File: config.mk
export PLATFORM = sky130hd
export DESIGN_NAME = slet_cell
export DESIGN_NICKNAME = d
export VERILOG_FILES = /design/src/design/slet_pkg.sv /design/src/design/slet_cell.sv
export SDC_FILE = /design/constraint.sdc
export NUM_CORES = 1
export LEC_CHECK = 0
export ABC_AREA = 1
export BUFFER_PORTS_ARGS = -buffer_cell sky130_fd_sc_hd__buf_2
export CORE_MARGIN = 1
export CORE_UTILIZATION = 25
export CTS_CLUSTER_DIAMETER = 120
export DETAILED_ROUTE_END_ITERATION = 8
export MAX_ROUTING_LAYER = met4
export PLACE_DENSITY_LB_ADDON = 0.1
export SYNTH_ARGS = -nofsm -noshare
export SYNTH_HDL_FRONTEND = slang
export SYNTH_SLANG_ARGS = --single-unit
File: constraint.sdc
create_clock -name clk -period 5.67 [get_ports clk]
set_input_delay 0.567 -clock clk [delete_from_list [all_inputs] [get_ports clk]]
set_output_delay 0.567 -clock clk [all_outputs]
set_load 0.005 [all_outputs]
File: src/design/slet_pkg.sv
// Types and codes for the sorted leaf entry table.
// No dependencies.
package slet_pkg;

  localparam int FIELD_W = 32;
  localparam int SMALL_W = 7;

  typedef enum logic [1:0] {
    FN_INSERT   = 2'd0,
    FN_LOCATE   = 2'd1,
    FN_READ     = 2'd2,
    FN_SET_LINK = 2'd3
  } func_t;

  typedef enum logic [2:0] {
    ST_OK        = 3'd0,
    ST_FULL      = 3'd1,
    ST_NOT_FOUND = 3'd2,
    ST_BAD_POS   = 3'd3,
    ST_BAD_LINK  = 3'd4
  } status_t;

  typedef struct packed {
    logic signed [FIELD_W-1:0] key;
    logic signed [FIELD_W-1:0] page;
    logic signed [FIELD_W-1:0] slot;
  } entry_t;

  // what a cell tells the chain about itself
  typedef struct packed {
    logic gt;   // empty, or key above the probe: shifts on insert
    logic ge;   // holds a key at or above the probe
  } cell_flags_t;

endpackage

File: src/design/slet_cell.sv
// One slot of the leaf table: holds an entry, compares it with the probe key.
// Depends on slet_pkg.
module slet_cell
  import slet_pkg::*;
(
  input  logic                      clk,
  input  logic                      valid,      // slot lies below the entry count
  input  logic                      ins_en,     // insert beat accepted
  input  logic signed [FIELD_W-1:0] probe_key,
  input  entry_t                    new_entry,
  input  entry_t                    left_entry,
  input  logic                      left_gt,    // tied low for the first slot
  output entry_t                    entry,
  output cell_flags_t               flags
);

  entry_t entry_r;
  entry_t entry_nxt;

  always_comb begin
    flags.gt = !valid || (entry_r.key > probe_key);
    flags.ge = valid && (entry_r.key >= probe_key);
  end

  always_comb begin
    entry_nxt = entry_r;
    if (ins_en && flags.gt) begin
      entry_nxt = left_gt ? left_entry : new_entry;
    end
  end

  always_ff @(posedge clk) begin
    entry_r <= entry_nxt;
  end

  assign entry = entry_r;

endmodule

======== Word level (Yosys, flattened, before mapping) ========
Index checks and enable logic that the tools add are counted.
word-level totals
  register bits after elaboration ......... 96
  word-level logic and storage cells ...... 10
  bits of input ports ..................... 228
  output and inout port bits .............. 98
cells by class
  magnitude comparators ................... 2
  muxes and demuxes ....................... 1
  reductions and logical operators ........ 4
operator list
  operator                            number
  96-bit 2-to-1 mux                   1
  32-bit greater-or-equal comparator  1
  32-bit > comparator                 1
  1-bit logical AND                   2
  1-bit zero test                     1
  1-bit logical OR                    1

======== Depth between registers and ports, before layout ========
Gate-level depths: netlist of run 1.
  word-level depth ........................ 3
  gate-level depth with buffers ........... 18
  mapped depth without buffers ............ 18

======== Worst setup path before layout of run 1 ========
Ideal clock, no wire load.
  kind .................................... in2reg
  start point ............................. input probe_key[31]
  end point ............................... register entry_r (netlist bit entry[0]) (enable)
  path slack .............................. 820 ps
  arrival ................................. 4362 ps
  path buffers ............................ 0
  stages on the path ...................... 10
  cells stage by stage .................... inv_1 ha_1 nand2_1 nor2_2 nand2_2 nor3b_2 nand2_1 nand3_1 nand3_2 a21oi_2
on the way
  longest elaborated chain between the ends .. 3
RTL lines
  element               RTL line         source
  from (decl)           slet_cell.sv:9   input logic signed [FIELD_W-1:0] probe_key,
  32-bit > comparator   slet_cell.sv:21  flags.gt = !valid || (entry_r.key > probe_key);
  1-bit logical OR      slet_cell.sv:21
  1-bit logical AND     slet_cell.sv:27  if (ins_en && flags.gt) begin
  to (signal assigned)  slet_cell.sv:33  entry_r <= entry_nxt;
  to (decl)             slet_cell.sv:17  entry_t entry_r;
Every way passes these cells.
A chain may end at the register's enable or synchronous reset.

======== Worst setup path in the final report of run 1 ========
  start point ............................. register entry_r (netlist bit entry[95])
  end point ............................... register entry_r (netlist bit entry[25]) (enable)
on the way
  longest elaborated chain between the ends .. 3
RTL lines
  element              RTL line
  32-bit > comparator  slet_cell.sv:21
  1-bit logical OR     slet_cell.sv:21
  1-bit logical AND    slet_cell.sv:27
Every way passes these cells.

==> run summary, run 1 <==
The final routed DRC violation total came out at 0. The fraction of registers with async set/reset came out at 0%. The cell with the largest stage delay on the worst path is sky130_fd_sc_hd__a21oi_4. Counting both buffers and inverters, the worst setup path holds a total of 1. Walking the worst path, the cells encountered are ha_1 -> nand2_1 -> nor2_2 -> nand2_2 -> nor3b_2 -> nand2_1 -> nand3_1 -> nand3_2 -> a21oi_4 -> buf_4. The cell that appears most often on the critical path is sky130_fd_sc_hd__nand2_1. The count of buffers added by post-CTS timing repair for setup is 0. The kind of capture point of the worst setup path is a flop.

In this run the tool buffered the top-level ports with 325 buffer cells. The final worst setup slack came out at 2379 ps. For this design the top-level I/O count stands at 326. Setup repair after global routing left no endpoint under its margin. The CTS tree is built. The worst max-slew margin expressed relative to the limit is 29.28%. Counting every instance in the synthesized netlist gives 356. The number of hold violations in the final report came to 0. The clock latency at the later pin of the worst-skew pair came out at 350 ps. The area of the core region came out at 19460 um^2. The required arrival time at the worst endpoint came out at 5650 ps. Ranked by total cell area, the synthesized netlist is headed by sky130_fd_sc_hd__edfxtp_1 (58%), sky130_fd_sc_hd__mux2_2 (22%), sky130_fd_sc_hd__ha_1 (8.1%). The number of DRC violations after detailed-routing iteration 0 came out at 96.

The antenna cell count came out at 0. The number of antenna violations at the first check in global routing came to 0. The arrival time of the worst setup path is 3270 ps.

The first global-routing pass estimated 19.38 mm of wire. The post-layout net count is 944. The number of clock buffers inserted by TritonCTS is 9. The number of register bits inferred by synthesis came out at 96. The post-route netlist has 65.31% of its cells at a drive strength greater than 1. The maximum clock skew at final layout came out at 10.82 ps. The count of cell types in the netlist came out at 22. The post-synth design cell area is 4951 um^2. Across the VDD grid, the largest voltage drop is 0.0001263 V. The reported max-cap violation count is 0. Global routing consumed, over all layers together, 13.29% of the routing resources. The final antenna-violating net count is 0.

The overall overflow remaining after global route came out at 0. The initial cell density of the core is 25.44%. The peak fanout along the critical path came out at 40.

The global placement routability congestion is 0.8363. After floorplanning, the core was divided into 51 placement rows. The transition time at the pin with the least slew margin came out at 1061 ps.

The aggregate negative setup slack came out at 0 ps. The clock period minus final worst setup slack is 3291 ps. The H-tree depth came out at 3. The detailed-route vias per instance came out at 4.030.

The number of setup violations in the final report is 0. STA classifies the critical path startpoint as a flop. The flip-flop count of the largest register after layout is 96. The number of vias after detailed routing came out at 3845.

Before CTS, the worst setup slack after placement is 2072 ps. The floorplan step set the die width to 142.7 um. The number of enable-type register cells in the synthesized netlist is 96. Across all hold checks on the routed design, the worst slack comes to 516.3 ps.

In this run the clock root is driven by a sky130_fd_sc_hd__clkbuf_16. Hold repair after CTS inserted 0 buffers. The die covers 20370 um^2. The final core area utilization came out at 36.86%. Averaged over all synthesized cells, the footprint is 13.91 um^2. The length of the first detailed-routing pass in iterations is 4. The number of buffers between clock root and the deepest sink came out at 2. The count of clock tree sinks came out at 96. The min-delay analysis places its worst path in the category input port to flop. The share of the clock period used by the worst path after layout came out at 58.04%.

The number of global-route vias before repair is 3783. The total power of the final layout came out at 1824 uW. The critical path is of the flop to flop type. The share of the Yosys chip area taken by registers is 58.23%.

Entering global routing, the biggest net connects 84 pins. The total routed wirelength is 13.57 mm. The average wire length per cell after detail routing is 14.23 um. The ratio of total power to cell area is 254.2 nW/um^2. The number of max-slew violations in the final report came out at 0. The leakage power summed over all cells is 0.003380 uW. The post-CTS clock slew at the launch and capture registers of the worst setup and hold paths is 70 ps.

The layout overhead on the synthesized area is 44.91%. The flow ran to the end, and the final reports show no timing, DRC or antenna violations. For this run, the number of Yosys warnings is 0.

The commonest cells after synthesis are sky130_fd_sc_hd__edfxtp_1 (96), sky130_fd_sc_hd__mux2_2 (96), sky130_fd_sc_hd__inv_1 (40). The die outline height is 142.7 um. The estimated wirelength of the detail-placed design came out at 10.88 mm. On the worst path, the slowest cell contributes a delay of 740 ps. Grouping stages by cell kind, the critical path spends the most delay in simple AND/OR/NAND/NOR gates. The layout has 1968 filler cells. Gates resized during post-CTS repair numbered 0. Summed over all instances, the cell type with the most area after synthesis is sky130_fd_sc_hd__edfxtp_1.

The total nets after synthesis came out at 616. The most frequently used flop master after synthesis is sky130_fd_sc_hd__edfxtp_1. The timing-limited maximum frequency is 0.3039 GHz. After synthesis, the largest area contributor takes up 58.23% of total cell area.
==> metrics by stage <==
step	cells	cell area, um^2
CTS	954	7174
global route	954	7174
global placement	938	6887
floorplan	356	4951
detailed placement	938	6887
finish	954	7174
==> cells by family after synthesis <==
family	after synthesis	share of synthesized area (%)
simple gates	56	4.877
flops	96	58.23
compound gates	22	2.603
buf+inv	54	4.372
fa+ha+maj	32	8.087
mux	96	21.83
==> routing by layer <==
metal  part of all wire [%]  global-route usage (%)  up-vias
met5                      0                       -        -
met4                    1.7                   5.603        0
met3                     10                   4.795       13
met2                     48                   22.06      204
met1                     40                   14.32     1687
li1                       -                       -     1941
==> area by class of cell <==
type	instances	area, um^2	area share (%)
Clock buffer	9	225.2	3.139
Tap cell	265	331.6	4.622
Timing Repair Buffer	328	1652	23.02
Sequential cell	96	2883	40.18
Clock inverter	7	62.56	0.8720
Inverter	43	161.4	2.250
Multi-Input combinational cell	206	1859	25.92
==> power breakdown <==
| part | switching [uW] | internal (uW) |
|---|---|---|
| Clock | 289 | 308 |
| Sequential | 20.9 | 865 |
| Combinational | 163 | 178 |
| Total | 472 | 1350 |
==> cells in the final DEF, fill, tap and decap left out, drive strengths merged, types with 2 or more instances in the layout <==
| cell type | count |
|---|---|
| o21ai | 3 |
| clkinv | 4 |
| o21a | 2 |
| nand3 | 4 |
| a21o | 2 |
| edfxtp | 96 |
| buf | 328 |
| clkbuf | 9 |
| a21oi | 15 |
| ha | 32 |
| nand2 | 39 |
| nand4 | 2 |
| mux2 | 96 |
| inv | 46 |
| nor2 | 10 |
==> worst reg2reg max path, cell delays in order (launching register included) <==
cell and delay (ps):
sky130_fd_sc_hd__edfxtp_1 420, sky130_fd_sc_hd__ha_1 350, sky130_fd_sc_hd__nand2_1 100, sky130_fd_sc_hd__nor2_2 140
sky130_fd_sc_hd__nand2_2 80, sky130_fd_sc_hd__nor3b_2 170, sky130_fd_sc_hd__nand2_1 80, sky130_fd_sc_hd__nand3_1 100
sky130_fd_sc_hd__nand3_2 120, sky130_fd_sc_hd__a21oi_4 740, sky130_fd_sc_hd__buf_4 590
==> worst paths after layout <==
path	to	slack, ps	start	cells past startpoint
setup reg to reg	entry[25]	2380	entry[95]	10
hold / removal	entry[37]	520	new_entry[37]	2
hold reg to reg	entry[84]	1240	entry[95]	4
setup / recovery	entry[25]	2380	entry[95]	10
(Power assumes the default switching activity.)
==> run 2, diff against run 1 <==
--- a/config.mk
+++ b/config.mk
@@ -5,7 +5,7 @@
 export SDC_FILE = /design/constraint.sdc
 export NUM_CORES = 1
 export LEC_CHECK = 0
-export ABC_AREA = 1
+export ABC_AREA = 0
 export BUFFER_PORTS_ARGS = -buffer_cell sky130_fd_sc_hd__buf_2
 export CORE_MARGIN = 1
 export CORE_UTILIZATION = 25
==> constraint.sdc (replaced) <==
create_clock -name clk -period 3.1 [get_ports clk]
set_input_delay 0.31 -clock clk [delete_from_list [all_inputs] [get_ports clk]]
set_output_delay 0.31 -clock clk [all_outputs]
set_load 0.005 [all_outputs]
==> run summary, run 2 <==
The run finished with clean final reports. The number of setup violations in the final report came out at 0. Setup repair after global routing left no endpoint under its margin. The cell area reported after detailed placement is 6924 um^2. The mean area per synthesized cell is 15.06 um^2. The root buffer cell is sky130_fd_sc_hd__clkbuf_16.

At the worst endpoint, the required time is 2790 ps. The post-layout net count came out at 916. The congestion estimate from routability-driven global placement came to 0.7833.

The buffering stage count on the worst path with inverters included is 1. The number of clock buffers inserted by TritonCTS came out at 9. The worst max-slew margin expressed relative to the limit is 61.65%. The top-area cell type share of the netlist area came out at 58.54%. The XOR/XNOR share of the synthesized area came out at 0%. The final antenna-violating net count came out at 0. The fraction of registers with async set/reset came out at 0%.

The post-synth design cell area came out at 4925 um^2. The portion of total power attributed to sequential cells came out at 46.6%. The H-tree depth came out at 3.

The net switching fraction of the power is 24.09%. The maximum clock skew at final layout came out at 10.82 ps. Final hold analysis gives a worst-case slack of 261.6 ps. The number of register bits inferred by synthesis came out at 96.

The number of buffers inserted for hold repair after clock tree synthesis came out at 0. The multiplexer area fraction after synthesis is 21.95%. The number of vias after detailed routing is 3821. The number of warnings printed during yosys synthesis came out at 0. For this run, the slowest stage of the critical path takes 470 ps. The number of primary I/O pins is 326. The post-CTS clock slew at the launch and capture registers of the worst setup and hold paths is 70 ps.

Along the worst path, the maximum fanout reaches 3. Gates resized during post-CTS repair numbered 0. The number of enable-type register cells in the synthesized netlist came out at 96. Sorting the synthesized cells by how often they occur yields sky130_fd_sc_hd__edfxtp_1 (96), sky130_fd_sc_hd__mux2_2 (96), sky130_fd_sc_hd__inv_1 (34).

The clock latency at the later pin of the worst-skew pair came out at 350 ps. The met1 capacity usage during global routing is 14.71%. The tightest min-delay check is of the input port to flop type. The post-synthesis cell count came out at 327.

At the pin with the least slew margin, the transition time is 575.3 ps. The count of standard-cell rows came out at 50. Leaving out fill and tap cells, the most frequent cells in the layout are sky130_fd_sc_hd__buf_2 (324), sky130_fd_sc_hd__mux2_2 (96), sky130_fd_sc_hd__edfxtp_1 (96).

The kind of cell with the highest combined delay along the critical path is compound AO/OA/AOI/OAI gates. The net switching power of the design is 833.6 uW. The total routed wirelength came out at 13.75 mm.

The detailed-route vias per instance is 4.140. TritonCTS built the clock tree. For this block, the initial DRC count from the detailed router was 99. The simple-gate share of the synthesized area came out at 3.404%. The layout overhead on the synthesized area is 47.33%.

The leakage power summed over all cells is 0.003316 uW. The number of global-route vias before repair came out at 3970. IR analysis of the VDD net gives a maximum drop of 0.0002752 V. The first global-routing pass estimated 19.92 mm of wire. The reported max-cap violation count came out at 0. The flip-flop count of the largest register after layout came out at 96. After synthesis, the cell types taking the most area are sky130_fd_sc_hd__edfxtp_1 (59%), sky130_fd_sc_hd__mux2_2 (22%), sky130_fd_sc_hd__ha_1 (8.1%). The arrival time of the worst setup path is 2450 ps. The pin count of the biggest net entering global routing is 54. The met3 track utilization from global routing came out at 3.432%. The count of clock tree sinks is 96. The average wire length per cell after detail routing is 14.90 um. The share of the clock period used by the worst path after layout came out at 89.05%. The cell with the largest stage delay on the worst path is sky130_fd_sc_hd__o41ai_2. The HPWL after detailed placement is 11.20 mm. The synthesized netlist devotes 8.130% of its cell area to adder and majority cells. The category of the worst setup path launch point is a flop. Input and output buffers added on the ports amount to 325. The number of antenna violations at the first check in global routing was 2. The number of hold violations in the final report was 0. The final routed DRC violation total came out at 0. The ratio of total power to cell area came out at 477.0 nW/um^2. The ratio of cells with drive above 1 in the final layout came out at 67.93%. The number of buffers between clock root and the deepest sink is 2. The number of max-slew violations in the final report is 0. The overall overflow remaining after global route came out at 0. The share of the Yosys chip area taken by registers is 58.54%. The global-route track usage on met2 is 23.58%. Counting distinct cell types in the post-synthesis netlist gives 33. By area, the combinational part of the netlist is dominated by multiplexers. The post-route cell area is 7256 um^2. In this run the horizontal extent of the chip is 142.4 um. The routing layer with the top usage in global route is met2. The area of the die is 20260 um^2. The share of total power in the clock network is 35.5%. The die outline height came out at 142.4 um. The total nets after synthesis came out at 587.

STA classifies the critical path endpoint as a primary output. Buffers added to address setup during post-CTS repair amount to 0. The timing-limited maximum frequency is 0.3622 GHz. The classification of the worst setup path is flop to primary output. The post-synthesis compound-gate area fraction came out at 4.421%.

The first detailed-routing pass took 4 iterations. Summed over all instances, the cell type with the most area after synthesis is sky130_fd_sc_hd__edfxtp_1. The total internal power came out at 2627 uW.

The initial utilization of the core area, before any placement, comes to 25.89%. The total global-route track usage came out at 13.60%. In the synthesized netlist the dominant register cell turns out to be sky130_fd_sc_hd__edfxtp_1. The smallest clock period supported by the final layout is computed as 2761 ps. The part of the total power dissipated in combinational logic came out at 17.9%.

The signal on the critical path passes through ha_1 -> and4_1 -> and2_0 -> a22o_1 -> o41ai_2 -> a311oi_1 -> buf_2. Leaving out fill and tap cells, the most frequent cell in the layout is sky130_fd_sc_hd__buf_2. The area of the core region came out at 19020 um^2.
## run 2: changes by cell type after synthesis, sizes merged, moves of 4 or more
cell    delta
nand2     -32
inv        -8
nor2       -8
and4       +4
buf        -4
clkbuf     +4
## run 2: cell families after synthesis
kind of cell	count (synthesis)
compound gates	31
fa+ha+maj	32
buf+inv	45
mux	96
flops	96
simple gates	27
## run 2: stage by stage
step / util [%] / cells / power [uW] / setup slack [ps] / TNS, ps
2_1_floorplan: - / 327 / 1935 / -2032 / -195100
3_5_place_dp: 36.41 / 905 / 2277 / 395.6 / 0
4_1_cts: 38.13 / 921 / 3526 / 286.9 / 0
3_3_place_gp: 36.41 / 905 / 2271 / 383.5 / 0
5_1_grt: 38.15 / 923 / 3642 / 177.0 / 0
6_report: 38.15 / 923 / 3461 / 339.4 / 0
## run 2: power by group through the flow
| stage | Clock, uW | Combinational, uW | Sequential [uW] |
|---|---|---|---|
| global route | 1320 | 693 | 1630 |
| floorplan | 0 | 266 | 1670 |
| detailed placement | 0 | 634 | 1640 |
| CTS | 1270 | 636 | 1620 |
| finish | 1230 | 618 | 1610 |
| global placement | 0 | 630 | 1640 |
## run 2: final cells by class
class                   instances  area (um^2)
diodes                          2        5.005
clock buffers                   9        225.2
clock inverters                 7        101.3
fillers                      1926        11760
inverters                      34        127.6
multi-input cells             186         1892
flip-flops and latches         96         2883
well taps                     260        325.3
repair buffers                329         1697
## run 2: metal layers
layer  part of all wire (%)  up-vias
li1                       -     1903
met1                     39     1702
met2                     51      202
met3                    8.4       14
met4                    1.7        0
met5                      0        -
## run 2: worst register-to-register path, cell delays in order (launching register included)
cell and delay (ps):
sky130_fd_sc_hd__edfxtp_1 390, sky130_fd_sc_hd__ha_1 330, sky130_fd_sc_hd__nand4_1 170, sky130_fd_sc_hd__nor4_2 410, sky130_fd_sc_hd__o41ai_2 200, sky130_fd_sc_hd__a2111oi_4 500
sky130_fd_sc_hd__buf_4 340
## run 2: final timing paths
kind         slack (ps)  cells past startpoint          from        end
max reg2reg         450                      6     entry[87]  entry[84]
min                 260                      2  new_entry[8]   entry[8]
max                 340                      7     entry[75]   flags[0]
min reg2reg        1360                      6     entry[82]  entry[64]
